**config.mk**
```make
export PLATFORM = sky130hd
export DESIGN_NAME = axis_homing_pid_controller
export DESIGN_NICKNAME = d
export VERILOG_FILES = /design/src/design/ahpc_pkg.sv /design/src/design/axis_homing_pid_controller.sv
export SDC_FILE = /design/constraint.sdc
export NUM_CORES = 2
export LEC_CHECK = 0
export BUFFER_PORTS_ARGS = -buffer_cell sky130_fd_sc_hd__clkbuf_2
export CAP_MARGIN = 10
export CELL_PAD_IN_SITES_DETAIL_PLACEMENT = 0
export CELL_PAD_IN_SITES_GLOBAL_PLACEMENT = 1
export CORE_MARGIN = 10
export CORE_UTILIZATION = 55
export CTS_BUF_LIST = sky130_fd_sc_hd__clkbuf_8 sky130_fd_sc_hd__clkbuf_16
export CTS_CLUSTER_SIZE = 12
export DETAILED_ROUTE_END_ITERATION = 8
export MAX_ROUTING_LAYER = met4
export PLACE_DENSITY_LB_ADDON = 0.1
export SYNTH_ARGS = -nofsm -noshare
export SYNTH_HDL_FRONTEND = slang
export SYNTH_SLANG_ARGS = --single-unit
```
**constraint.sdc**
```tcl
create_clock -name clk -period 13.6 [get_ports clk]
set_input_delay 1.36 -clock clk [delete_from_list [all_inputs] [get_ports clk]]
set_output_delay 1.36 -clock clk [all_outputs]
set_load 0.03 [all_outputs]
```
**src/design/ahpc_pkg.sv**
```systemverilog
// shared types and constants for the axis homing pid controller
// no dependencies
`timescale 1ns / 1ps

package ahpc_pkg;

  // configuration register indexes
  typedef enum logic [2:0] {
    CFG_KP    = 3'd0,
    CFG_KI    = 3'd1,
    CFG_KD    = 3'd2,
    CFG_DEAD  = 3'd3,
    CFG_FAST  = 3'd4,
    CFG_SLOW  = 3'd5,
    CFG_BRAKE = 3'd6
  } cfg_idx_t;

  localparam logic OP_TICK = 1'b0;
  localparam logic OP_HOME = 1'b1;

  // homing phases
  localparam logic [2:0] PH_CONTROL   = 3'd0;
  localparam logic [2:0] PH_SEEK_LOW  = 3'd1;
  localparam logic [2:0] PH_BACK_OFF  = 3'd2;
  localparam logic [2:0] PH_SLOW_LOW  = 3'd3;
  localparam logic [2:0] PH_SEEK_HIGH = 3'd4;
  localparam logic [2:0] PH_BACK_HIGH = 3'd5;
  localparam logic [2:0] PH_SLOW_HIGH = 3'd6;

  localparam int DIV_STEPS     = 48;
  localparam int ERROR_DIVISOR = 1000;
  localparam int VEL_LIMIT     = 1000;

endpackage

```
**src/design/axis_homing_pid_controller.sv**
```systemverilog
// axis controller top level: encoder unwrap, span scaling, homing sequencer, pid step
// depends on ahpc_pkg
`timescale 1ns / 1ps

// One item at a time: in_ready is high only while the sequencer is idle. A start-homing
// item gives no result. A control tick during homing uses the shared 48-step restoring
// divider for the span scaling. A tick in normal control also runs the divider once for
// the derivative by elapsed time, unless elapsed time is zero. The error is divided by
// 1000 with a reciprocal multiply, and the single shared 33x17 multiplier handles the
// scale, integral and gain products. With a zero span the scaling division is skipped. A
// finished result sits in the output register, so the next item is accepted while it
// waits. Configuration writes are taken at any time (cfg_ready is always high) and must
// only be issued while the block is idle.
module axis_homing_pid_controller #(
  parameter int TURN_MILLIDEG = 360000,
  parameter int POS_SCALE     = 1000
) (
  input  logic               clk,
  input  logic               rst_n,
  input  logic               in_valid,
  output logic               in_ready,
  input  logic               in_opcode,
  input  logic               in_low_limit_hit,
  input  logic               in_high_limit_hit,
  input  logic [18:0]        in_encoder_angle,
  input  logic [15:0]        in_elapsed_ms,
  input  logic [19:0]        in_target_position,
  output logic               out_valid,
  input  logic               out_ready,
  output logic               out_drive_active,
  output logic signed [10:0] out_velocity,
  output logic [9:0]         out_brake_out,
  output logic [9:0]         out_scaled_position,
  output logic [2:0]         out_homing_phase_out,
  output logic               out_calibrated,
  input  logic               cfg_valid,
  output logic               cfg_ready,
  input  logic [2:0]         cfg_index,
  input  logic [15:0]        cfg_data
);

  typedef enum logic [4:0] {
    S_IDLE, S_UNWRAP, S_SC_MUL, S_SC_DIV, S_DIV, S_SC_FIX, S_PHASE,
    S_ERR_DIV, S_ERR_FIX, S_DRV_DIV, S_DRV_FIX, S_INT_MUL, S_INT_UPD,
    S_P_ACC, S_I_ACC, S_D_ACC, S_PID_VEL, S_FINISH
  } state_t;

  localparam logic signed [21:0] TURN_D  = 22'(TURN_MILLIDEG);
  localparam logic signed [21:0] HALF_D  = 22'(TURN_MILLIDEG / 2);
  localparam logic signed [33:0] TURN_W  = 34'(TURN_MILLIDEG);
  localparam logic signed [16:0] SCALE_B = 17'(POS_SCALE);
  localparam logic [47:0]        SCALE_Q = 48'(POS_SCALE);
  localparam logic [15:0]        SCALE_S = 16'(POS_SCALE);
  localparam logic signed [49:0] I_MAX   = 50'sd2147483647;
  localparam logic signed [49:0] I_MIN   = -50'sd2147483648;
  localparam logic signed [51:0] ROUND_A = 52'sd255;
  localparam logic signed [51:0] V_MAX_A = 52'(ahpc_pkg::VEL_LIMIT);
  localparam logic signed [51:0] V_MIN_A = -52'(ahpc_pkg::VEL_LIMIT);
  localparam logic signed [11:0] V_MAX   = 12'(ahpc_pkg::VEL_LIMIT);
  localparam logic signed [11:0] V_MIN   = -12'(ahpc_pkg::VEL_LIMIT);
  localparam logic [9:0]         B_MAX   = 10'(ahpc_pkg::VEL_LIMIT);
  localparam logic [5:0]         DIV_LAST = 6'(ahpc_pkg::DIV_STEPS - 1);
  // ceil(2^30 / 1000), exact floor division for magnitudes below 2^21
  localparam logic [20:0]        ERR_RECIP = 21'((64'sd1073741824
                                   + 64'(ahpc_pkg::ERROR_DIVISOR) - 64'sd1)
                                   / 64'(ahpc_pkg::ERROR_DIVISOR));

  state_t state_r;
  state_t ret_r;

  // configuration
  logic [15:0] kp_r, ki_r, kd_r;
  logic [14:0] dead_r;
  logic [9:0]  fast_r, slow_r, brake_r;

  // architectural state
  logic [2:0]         phase_r;
  logic [31:0]        pos_r;
  logic [18:0]        prev_angle_r;
  logic [31:0]        span_r;
  logic signed [15:0] prev_err_r;
  logic signed [31:0] integ_r;
  logic               cal_r;

  // latched item
  logic        lo_r, hi_r;
  logic [18:0] angle_r;
  logic [15:0] dt_r;
  logic [19:0] target_r;

  // working registers
  logic signed [49:0] prod_r;
  logic signed [51:0] acc_r;
  logic [15:0]        scaled_r;
  logic signed [15:0] err_r;
  logic signed [16:0] deriv_r;
  logic signed [11:0] vel_r;

  // divider
  logic [31:0] rem_r;
  logic [47:0] quo_r;
  logic [31:0] dvs_r;
  logic [5:0]  cnt_r;
  logic        div_neg_r;

  // output register
  logic               out_valid_r;
  logic               drive_r;
  logic signed [10:0] vel_out_r;
  logic [9:0]         brake_out_r;
  logic [9:0]         scaled_out_r;
  logic [2:0]         phase_out_r;
  logic               cal_out_r;

  // combinational helpers
  logic signed [32:0] mul_a;
  logic signed [16:0] mul_b;
  logic signed [49:0] mul_p;
  logic [32:0]        div_shift;
  logic [32:0]        div_sub;
  logic               div_ge;
  logic signed [21:0] delta_raw, delta;
  logic [31:0]        pos_upd;
  logic signed [49:0] prod_abs;
  logic signed [31:0] span_abs;
  logic signed [21:0] diff, diff_abs;
  logic [47:0]        err_prod;
  logic signed [16:0] num, num_abs;
  logic signed [15:0] err_abs;
  logic signed [49:0] isum;
  logic signed [51:0] acc_adj, acc_q;
  logic signed [33:0] pos_w, span_w;
  logic signed [11:0] vel_sat, vel_fin;
  logic [9:0]         brake_sat;
  logic               load_out;

  always_comb begin
    mul_a = '0;
    mul_b = '0;
    case (state_r)
      S_SC_MUL: begin
        mul_a = {pos_r[31], pos_r};
        mul_b = SCALE_B;
      end
      S_INT_MUL: begin
        mul_a = {{17{err_r[15]}}, err_r};
        mul_b = {1'b0, dt_r};
      end
      S_INT_UPD: begin
        mul_a = {{17{err_r[15]}}, err_r};
        mul_b = {kp_r[15], kp_r};
      end
      S_P_ACC: begin
        mul_a = {integ_r[31], integ_r};
        mul_b = {ki_r[15], ki_r};
      end
      S_I_ACC: begin
        mul_a = {{16{deriv_r[16]}}, deriv_r};
        mul_b = {kd_r[15], kd_r};
      end
      default: begin
        mul_a = '0;
        mul_b = '0;
      end
    endcase
    mul_p = mul_a * mul_b;

    // one restoring step per cycle
    div_shift = {rem_r, quo_r[47]};
    div_ge    = div_shift >= {1'b0, dvs_r};
    div_sub   = div_shift - {1'b0, dvs_r};

    // shortest way around the turn
    delta_raw = $signed({3'b000, angle_r}) - $signed({3'b000, prev_angle_r});
    if (delta_raw > HALF_D) begin
      delta = delta_raw - TURN_D;
    end else if (delta_raw < -HALF_D) begin
      delta = delta_raw + TURN_D;
    end else begin
      delta = delta_raw;
    end
    pos_upd = pos_r + {{10{delta[21]}}, delta};

    prod_abs = prod_r[49] ? -prod_r : prod_r;
    span_abs = span_r[31] ? -$signed(span_r) : $signed(span_r);
    diff     = $signed({2'b00, target_r}) - $signed({6'b000000, scaled_r});
    diff_abs = diff[21] ? -diff : diff;
    err_prod = 48'(diff_abs[20:0]) * 48'(ERR_RECIP);
    num      = {err_r[15], err_r} - {prev_err_r[15], prev_err_r};
    num_abs  = num[16] ? -num : num;
    err_abs  = err_r[15] ? -err_r : err_r;
    isum     = prod_r + {{18{integ_r[31]}}, integ_r};

    // truncate toward zero before the shift
    acc_adj = acc_r[51] ? acc_r + ROUND_A : acc_r;
    acc_q   = acc_adj >>> 8;

    pos_w  = {{2{pos_r[31]}}, pos_r};
    span_w = {{2{span_r[31]}}, span_r};

    if (vel_r > V_MAX) begin
      vel_sat = V_MAX;
    end else if (vel_r < V_MIN) begin
      vel_sat = V_MIN;
    end else begin
      vel_sat = vel_r;
    end
    if ((lo_r && vel_sat < 0) || (hi_r && vel_sat > 0)) begin
      vel_fin = '0;
    end else begin
      vel_fin = vel_sat;
    end
    brake_sat = (brake_r > B_MAX) ? B_MAX : brake_r;

    load_out = (state_r == S_FINISH) && (!out_valid_r || out_ready);
  end

  always_ff @(posedge clk) begin
    if (!rst_n) begin
      state_r      <= S_IDLE;
      ret_r        <= S_IDLE;
      kp_r         <= '0;
      ki_r         <= '0;
      kd_r         <= '0;
      dead_r       <= '0;
      fast_r       <= '0;
      slow_r       <= '0;
      brake_r      <= '0;
      phase_r      <= ahpc_pkg::PH_CONTROL;
      pos_r        <= '0;
      prev_angle_r <= '0;
      span_r       <= '0;
      prev_err_r   <= '0;
      integ_r      <= '0;
      cal_r        <= 1'b0;
      cnt_r        <= '0;
      out_valid_r  <= 1'b0;
    end else begin
      if (cfg_valid) begin
        case (cfg_index)
          ahpc_pkg::CFG_KP:    kp_r    <= cfg_data;
          ahpc_pkg::CFG_KI:    ki_r    <= cfg_data;
          ahpc_pkg::CFG_KD:    kd_r    <= cfg_data;
          ahpc_pkg::CFG_DEAD:  dead_r  <= cfg_data[14:0];
          ahpc_pkg::CFG_FAST:  fast_r  <= cfg_data[9:0];
          ahpc_pkg::CFG_SLOW:  slow_r  <= cfg_data[9:0];
          ahpc_pkg::CFG_BRAKE: brake_r <= cfg_data[9:0];
          default: ;
        endcase
      end

      if (load_out) begin
        out_valid_r <= 1'b1;
      end else if (out_ready) begin
        out_valid_r <= 1'b0;
      end

      case (state_r)
        S_IDLE: begin
          if (in_valid) begin
            if (in_opcode == ahpc_pkg::OP_HOME) begin
              phase_r <= ahpc_pkg::PH_SEEK_LOW;
            end else begin
              lo_r     <= in_low_limit_hit;
              hi_r     <= in_high_limit_hit;
              angle_r  <= in_encoder_angle;
              dt_r     <= in_elapsed_ms;
              target_r <= in_target_position;
              state_r  <= S_UNWRAP;
            end
          end
        end
        S_UNWRAP: begin
          pos_r        <= pos_upd;
          prev_angle_r <= angle_r;
          state_r      <= S_SC_MUL;
        end
        S_SC_MUL: begin
          if (span_r == '0) begin
            scaled_r <= '0;
            state_r  <= S_PHASE;
          end else begin
            prod_r  <= mul_p;
            state_r <= S_SC_DIV;
          end
        end
        S_SC_DIV: begin
          quo_r     <= prod_abs[47:0];
          dvs_r     <= span_abs;
          rem_r     <= '0;
          cnt_r     <= '0;
          div_neg_r <= prod_r[49] ^ span_r[31];
          ret_r     <= S_SC_FIX;
          state_r   <= S_DIV;
        end
        S_DIV: begin
          rem_r <= div_ge ? div_sub[31:0] : div_shift[31:0];
          quo_r <= {quo_r[46:0], div_ge};
          cnt_r <= cnt_r + 6'd1;
          if (cnt_r == DIV_LAST) begin
            state_r <= ret_r;
          end
        end
        S_SC_FIX: begin
          // a negative ratio saturates to zero
          if (div_neg_r) begin
            scaled_r <= '0;
          end else if (quo_r > SCALE_Q) begin
            scaled_r <= SCALE_S;
          end else begin
            scaled_r <= quo_r[15:0];
          end
          state_r <= S_PHASE;
        end
        S_PHASE: begin
          if (phase_r inside {[ahpc_pkg::PH_SEEK_LOW : ahpc_pkg::PH_SLOW_HIGH]}) begin
            state_r <= S_FINISH;
          end else begin
            state_r <= S_ERR_DIV;
          end
          case (phase_r)
            ahpc_pkg::PH_SEEK_LOW: begin
              if (lo_r) begin
                phase_r <= ahpc_pkg::PH_BACK_OFF;
                pos_r   <= '0;
                vel_r   <= '0;
              end else begin
                vel_r <= -$signed({2'b00, fast_r});
              end
            end
            ahpc_pkg::PH_BACK_OFF: begin
              if (pos_w >= TURN_W) begin
                phase_r <= ahpc_pkg::PH_SLOW_LOW;
                vel_r   <= '0;
              end else begin
                vel_r <= $signed({2'b00, fast_r});
              end
            end
            ahpc_pkg::PH_SLOW_LOW: begin
              if (lo_r) begin
                phase_r <= ahpc_pkg::PH_SEEK_HIGH;
                pos_r   <= '0;
                vel_r   <= '0;
              end else begin
                vel_r <= -$signed({2'b00, slow_r});
              end
            end
            ahpc_pkg::PH_SEEK_HIGH: begin
              if (hi_r) begin
                phase_r <= ahpc_pkg::PH_BACK_HIGH;
                span_r  <= pos_r;
                vel_r   <= '0;
              end else begin
                vel_r <= $signed({2'b00, fast_r});
              end
            end
            ahpc_pkg::PH_BACK_HIGH: begin
              if (pos_w <= span_w - TURN_W) begin
                phase_r <= ahpc_pkg::PH_SLOW_HIGH;
                vel_r   <= '0;
              end else begin
                vel_r <= -$signed({2'b00, fast_r});
              end
            end
            ahpc_pkg::PH_SLOW_HIGH: begin
              if (hi_r) begin
                phase_r <= ahpc_pkg::PH_CONTROL;
                cal_r   <= 1'b1;
                span_r  <= pos_r;
                vel_r   <= '0;
              end else begin
                vel_r <= $signed({2'b00, slow_r});
              end
            end
            default: begin
              // normal control, also the unused phase code
              phase_r <= ahpc_pkg::PH_CONTROL;
            end
          endcase
        end
        S_ERR_DIV: begin
          quo_r     <= err_prod;
          div_neg_r <= diff[21];
          state_r   <= S_ERR_FIX;
        end
        S_ERR_FIX: begin
          err_r <= div_neg_r ? -$signed(quo_r[45:30]) : $signed(quo_r[45:30]);
          if (dt_r == '0) begin
            deriv_r <= '0;
            state_r <= S_INT_MUL;
          end else begin
            state_r <= S_DRV_DIV;
          end
        end
        S_DRV_DIV: begin
          quo_r     <= {31'd0, num_abs};
          dvs_r     <= {16'd0, dt_r};
          rem_r     <= '0;
          cnt_r     <= '0;
          div_neg_r <= num[16];
          ret_r     <= S_DRV_FIX;
          state_r   <= S_DIV;
        end
        S_DRV_FIX: begin
          deriv_r <= div_neg_r ? -$signed(quo_r[16:0]) : $signed(quo_r[16:0]);
          state_r <= S_INT_MUL;
        end
        S_INT_MUL: begin
          prod_r  <= mul_p;
          state_r <= S_INT_UPD;
        end
        S_INT_UPD: begin
          if (err_abs < $signed({1'b0, dead_r})) begin
            integ_r <= '0;
          end else if (isum > I_MAX) begin
            integ_r <= I_MAX[31:0];
          end else if (isum < I_MIN) begin
            integ_r <= I_MIN[31:0];
          end else begin
            integ_r <= isum[31:0];
          end
          prev_err_r <= err_r;
          prod_r     <= mul_p;
          state_r    <= S_P_ACC;
        end
        S_P_ACC: begin
          acc_r   <= {{2{prod_r[49]}}, prod_r};
          prod_r  <= mul_p;
          state_r <= S_I_ACC;
        end
        S_I_ACC: begin
          acc_r   <= acc_r + {{2{prod_r[49]}}, prod_r};
          prod_r  <= mul_p;
          state_r <= S_D_ACC;
        end
        S_D_ACC: begin
          acc_r   <= acc_r - {{2{prod_r[49]}}, prod_r};
          state_r <= S_PID_VEL;
        end
        S_PID_VEL: begin
          if (acc_q > V_MAX_A) begin
            vel_r <= V_MAX;
          end else if (acc_q < V_MIN_A) begin
            vel_r <= V_MIN;
          end else begin
            vel_r <= acc_q[11:0];
          end
          state_r <= S_FINISH;
        end
        S_FINISH: begin
          if (load_out) begin
            state_r <= S_IDLE;
          end
        end
        default: begin
          state_r <= S_IDLE;
        end
      endcase
    end
  end

  // result payload, no reset needed
  always_ff @(posedge clk) begin
    if (load_out) begin
      drive_r      <= (vel_fin != 0);
      vel_out_r    <= vel_fin[10:0];
      brake_out_r  <= (vel_fin != 0) ? 10'd0 : brake_sat;
      scaled_out_r <= scaled_r[9:0];
      phase_out_r  <= phase_r;
      cal_out_r    <= cal_r;
    end
  end

  assign in_ready             = (state_r == S_IDLE);
  assign cfg_ready            = 1'b1;
  assign out_valid            = out_valid_r;
  assign out_drive_active     = drive_r;
  assign out_velocity         = vel_out_r;
  assign out_brake_out        = brake_out_r;
  assign out_scaled_position  = scaled_out_r;
  assign out_homing_phase_out = phase_out_r;
  assign out_calibrated       = cal_out_r;

endmodule

```
==> summary.md <==
| Metric | Value |
|---|---|
| Status | `completed` |
| Grt ovf | `0` |
| Num CTS Buffers | `76` |
| Syn. warnings | `0` |
| Post-route cell area | `between 70000 and 80000 µm²` |
| Clock latency on the worst-skew pair | `0.69 ns` |
| Die area | `136000 µm²` |
| WP buf/inv | `6` |
| Top post-synthesis cells by count | `1056 x nand2_1, 877 x inv_1, 635 x nor2_1` |
| Crit-path max cell delay | `0.85 ns` |
| Worst-case clock skew | `a little under 0.05 ns` |
| DRT Pass-1 Iters | `6` |
| Vias in the first global route | `54872` |
| Num rows | `127` |
| NumNets Final | `roughly 9000` |
| End-of-flow core utilization | `59.7%` |
| Placer Congestion | `roughly 0.97` |
| Sequential area share after synthesis | `23.8%` |
| Ys async rst share | `0%` |
| Critical path's slowest cell | `a2111oi_0` |
| Data arrival time of the worst path | `10.94 ns` |
| Main synth FF type | `edfxtp_1` |
| Comb pwr share | `55.8%` |
| Synthesized area | `between 60000 and 70000 µm²` |
| Worst Max-Slew Pin Slew | `1.32 ns` |
| Peak VDD IR | `0.342 mV` |
| P&R area growth vs syn | `7.43%` |
| Most used cell, CP | `fa_1` |
| CTS hold repair buffers | `0` |
| Core Region | `between 100000 and 150000 µm²` |
| PostCTS Resize Cnt | `0` |
| CP Data Required Time | `14.03 ns` |
| Int Pwr | `5.32 mW` |
| Worst Hold Launch | `cal_r` |
| Synth top area share | `18.6%` |
| # DRC | `0` |
| H-tree level count | `3` |
| Unique masters post-synth | `100` |
| Cell family with most CP delay | `adder cells` |
| Largest net degree at the start of global routing | `104` |
| Synth top area cells | `fa_1 19%, edfxtp_1 17%, ha_1 11%, dfxtp_1 7.2%, nand2_1 5.9%` |
| First-pass GRT wire length | `331 mm` |
| Unrepaired setup endpoints after global routing | `false` |
| Startpoint Class | `flop` |
| Clock power frac | `21.7%` |
| CP startpoint | `state_r[2]` |
| Via density | `6.03` |
| CTS tree | `done` |
| Tmin final | `approximately 11 ns` |
| Layout cells sized above 1 | `5.78%` |
| ANT nets after route | `0` |
| Sinks on Clock Net | `611` |
| Syn_area_per_cell | `between 8 and 9 µm²` |
| Fin Setup TNS | `0 ns` |
| Post-CTS setup buffers | `0` |
| Post-synth EDFFs | `369` |
| Max Slew Vio Count | `0` |
| HPWL Detailed | `approximately 170 mm` |
| Vias | `56304` |
| Period utilization | `77.3%` |
| Worst slew margin | `12.2%` |
| Worst Setup End Kind | `flop` |
| P_sw | `between 4 and 5 mW` |
| Clock-pin slew on the worst setup and hold paths | `0.06 ns` |
| Fillers | `roughly 11000` |
| Mapped Cells | `between 7000 and 8000` |
| Dominant cell type by area after synthesis | `fa_1` |
| Initial DRC Count | `between 5000 and 6000` |
| DR WL/cell | `22.7 µm` |
| Max_cap viols | `0` |
| Num ports | `121` |
| Die height | `369 µm` |
| Final Routed Wirelength | `212 mm` |
| Fmax | `about 0.095 GHz` |
| Part of the power in registers | `between 20% and 30%` |
| Initial Utilization | `~56%` |
| Largest buffer count on any clock path | `3` |
| Most common cell in the netlist | `nand2_1` |
| Finish-stage setup viols | `0` |
| Initial antenna violation count | `6` |
| Global Route Usage Sum | `31.9%` |
| Sw Share | `43.7%` |
| WS Path Type | `flop to flop` |
| Leakage | `32.0 nW` |
| Placed Area | `69500 µm²` |
| Worst-path fanout max | `32` |
| PwrDens | `between 100 and 150 nW/µm²` |
| Number of synthesized register bits | `611` |
| # port buffers | `119` |
| R2r startpoint | `state_r[2]` |
| Clock root buffer master | `clkbuf_16` |
| Hold Crit Class | `flop to flop` |
| Die width | `between 300 and 400 µm` |
| Endpoints failing hold | `0` |
==> logic make-up (layout without fill, tap and decap cells) <==
| group | after synthesis | count (layout) | share of synthesized area [%] |
|---|---|---|---|
| flops | 611 | 611 | 23.8 |
| mux | 46 | 46 | 0.695 |
| fa+ha+maj | 1194 | 1194 | 29.3 |
| other cells | 2 | 15 | 0.0112 |
| compound gates | 1619 | 1619 | 16.0 |
| xor+xnor | 514 | 514 | 6.74 |
| simple gates | 2495 | 2495 | 16.8 |
| buf+inv | 1184 | 1237 | 6.68 |
==> stage by stage <==
stage	worst slack (ns)	cells	total power, mW	hold slack [ns]
after global routing	2.44	9343	10.2	0.461
after detailed placement	3.31	9202	7.36	0.425
after CTS	3.28	9341	9.45	0.441
final	3.09	9343	9.44	0.444
after floorplan	4.84	7676	5.97	0.409
after global placement	3.43	9202	7.30	0.421
==> state kept, by name (all words and copies together) (netlist names), 17 cells and up <==
| register | count |
|---|---|
| pos_r | 32 |
| integ_r | 32 |
| quo_r | 48 |
| span_r | 32 |
| target_r | 20 |
| prod_r | 50 |
| acc_r | 52 |
| prev_angle_r | 19 |
| dvs_r | 32 |
| deriv_r | 17 |
| angle_r | 19 |
| rem_r | 32 |
==> routing by layer <==
layer	GRT usage (%)	up-vias	share of wire, %
met4	11.8	0	4.4
met5	-	-	0
li1	-	26266	-
met1	43.2	27425	43
met2	47.5	2180	44
met3	6.05	433	8.6
==> layout make-up <==
type                    instances  area [µm²]  share of cell area, %
inverters                     877        3300                   4.58
repair buffers                221        1360                   1.89
well taps                    1612        2020                   2.80
clock buffers                  92        2170                   3.01
multi-input cells            5881       46900                   65.1
clock inverters                47         315                  0.438
diodes                          2        5.00                0.00695
flip-flops and latches        611       15900                   22.1
==> cells in the final DEF, fill, tap and decap left out, types with 119 or more instances in the layout <==
| cell type | Yosys | final |
|---|---|---|
| dfxtp_1 | 242 | 242 |
| a21oi_1 | 470 | 466 |
| a21o_1 | 139 | 138 |
| clkbuf_2 | 2 | 119 |
| nand2_1 | 1056 | 1056 |
| nor2_1 | 635 | 626 |
| o21ai_0 | 304 | 302 |
| xor2_1 | 229 | 229 |
| nand3_1 | 125 | 124 |
| fa_1 | 624 | 624 |
| inv_1 | 877 | 898 |
| xnor2_1 | 284 | 284 |
| ha_1 | 570 | 570 |
| edfxtp_1 | 369 | 369 |
==> worst paths after layout <==
kind	endpoint	slack (ns)	cells after the start
worst min-delay path	out_calibrated	0.44	0
worst min register to register	out_calibrated	0.44	0
worst max-delay path	prod_r[49]	3.09	33
worst max register to register	prod_r[49]	3.09	33
==> power groups by stage <==
| stage | Clock, mW | Sequential, mW | Combinational (mW) |
|---|---|---|---|
| after detailed placement | 0 | 2.15 | 5.21 |
| after global placement | 0 | 2.15 | 5.15 |
| after floorplan | 0 | 2.10 | 3.87 |
| after CTS | 2.08 | 2.11 | 5.26 |
| after global routing | 2.15 | 2.12 | 5.93 |
| final | 2.05 | 2.12 | 5.27 |
No activity file was read; power rests on OpenSTA's default activity.
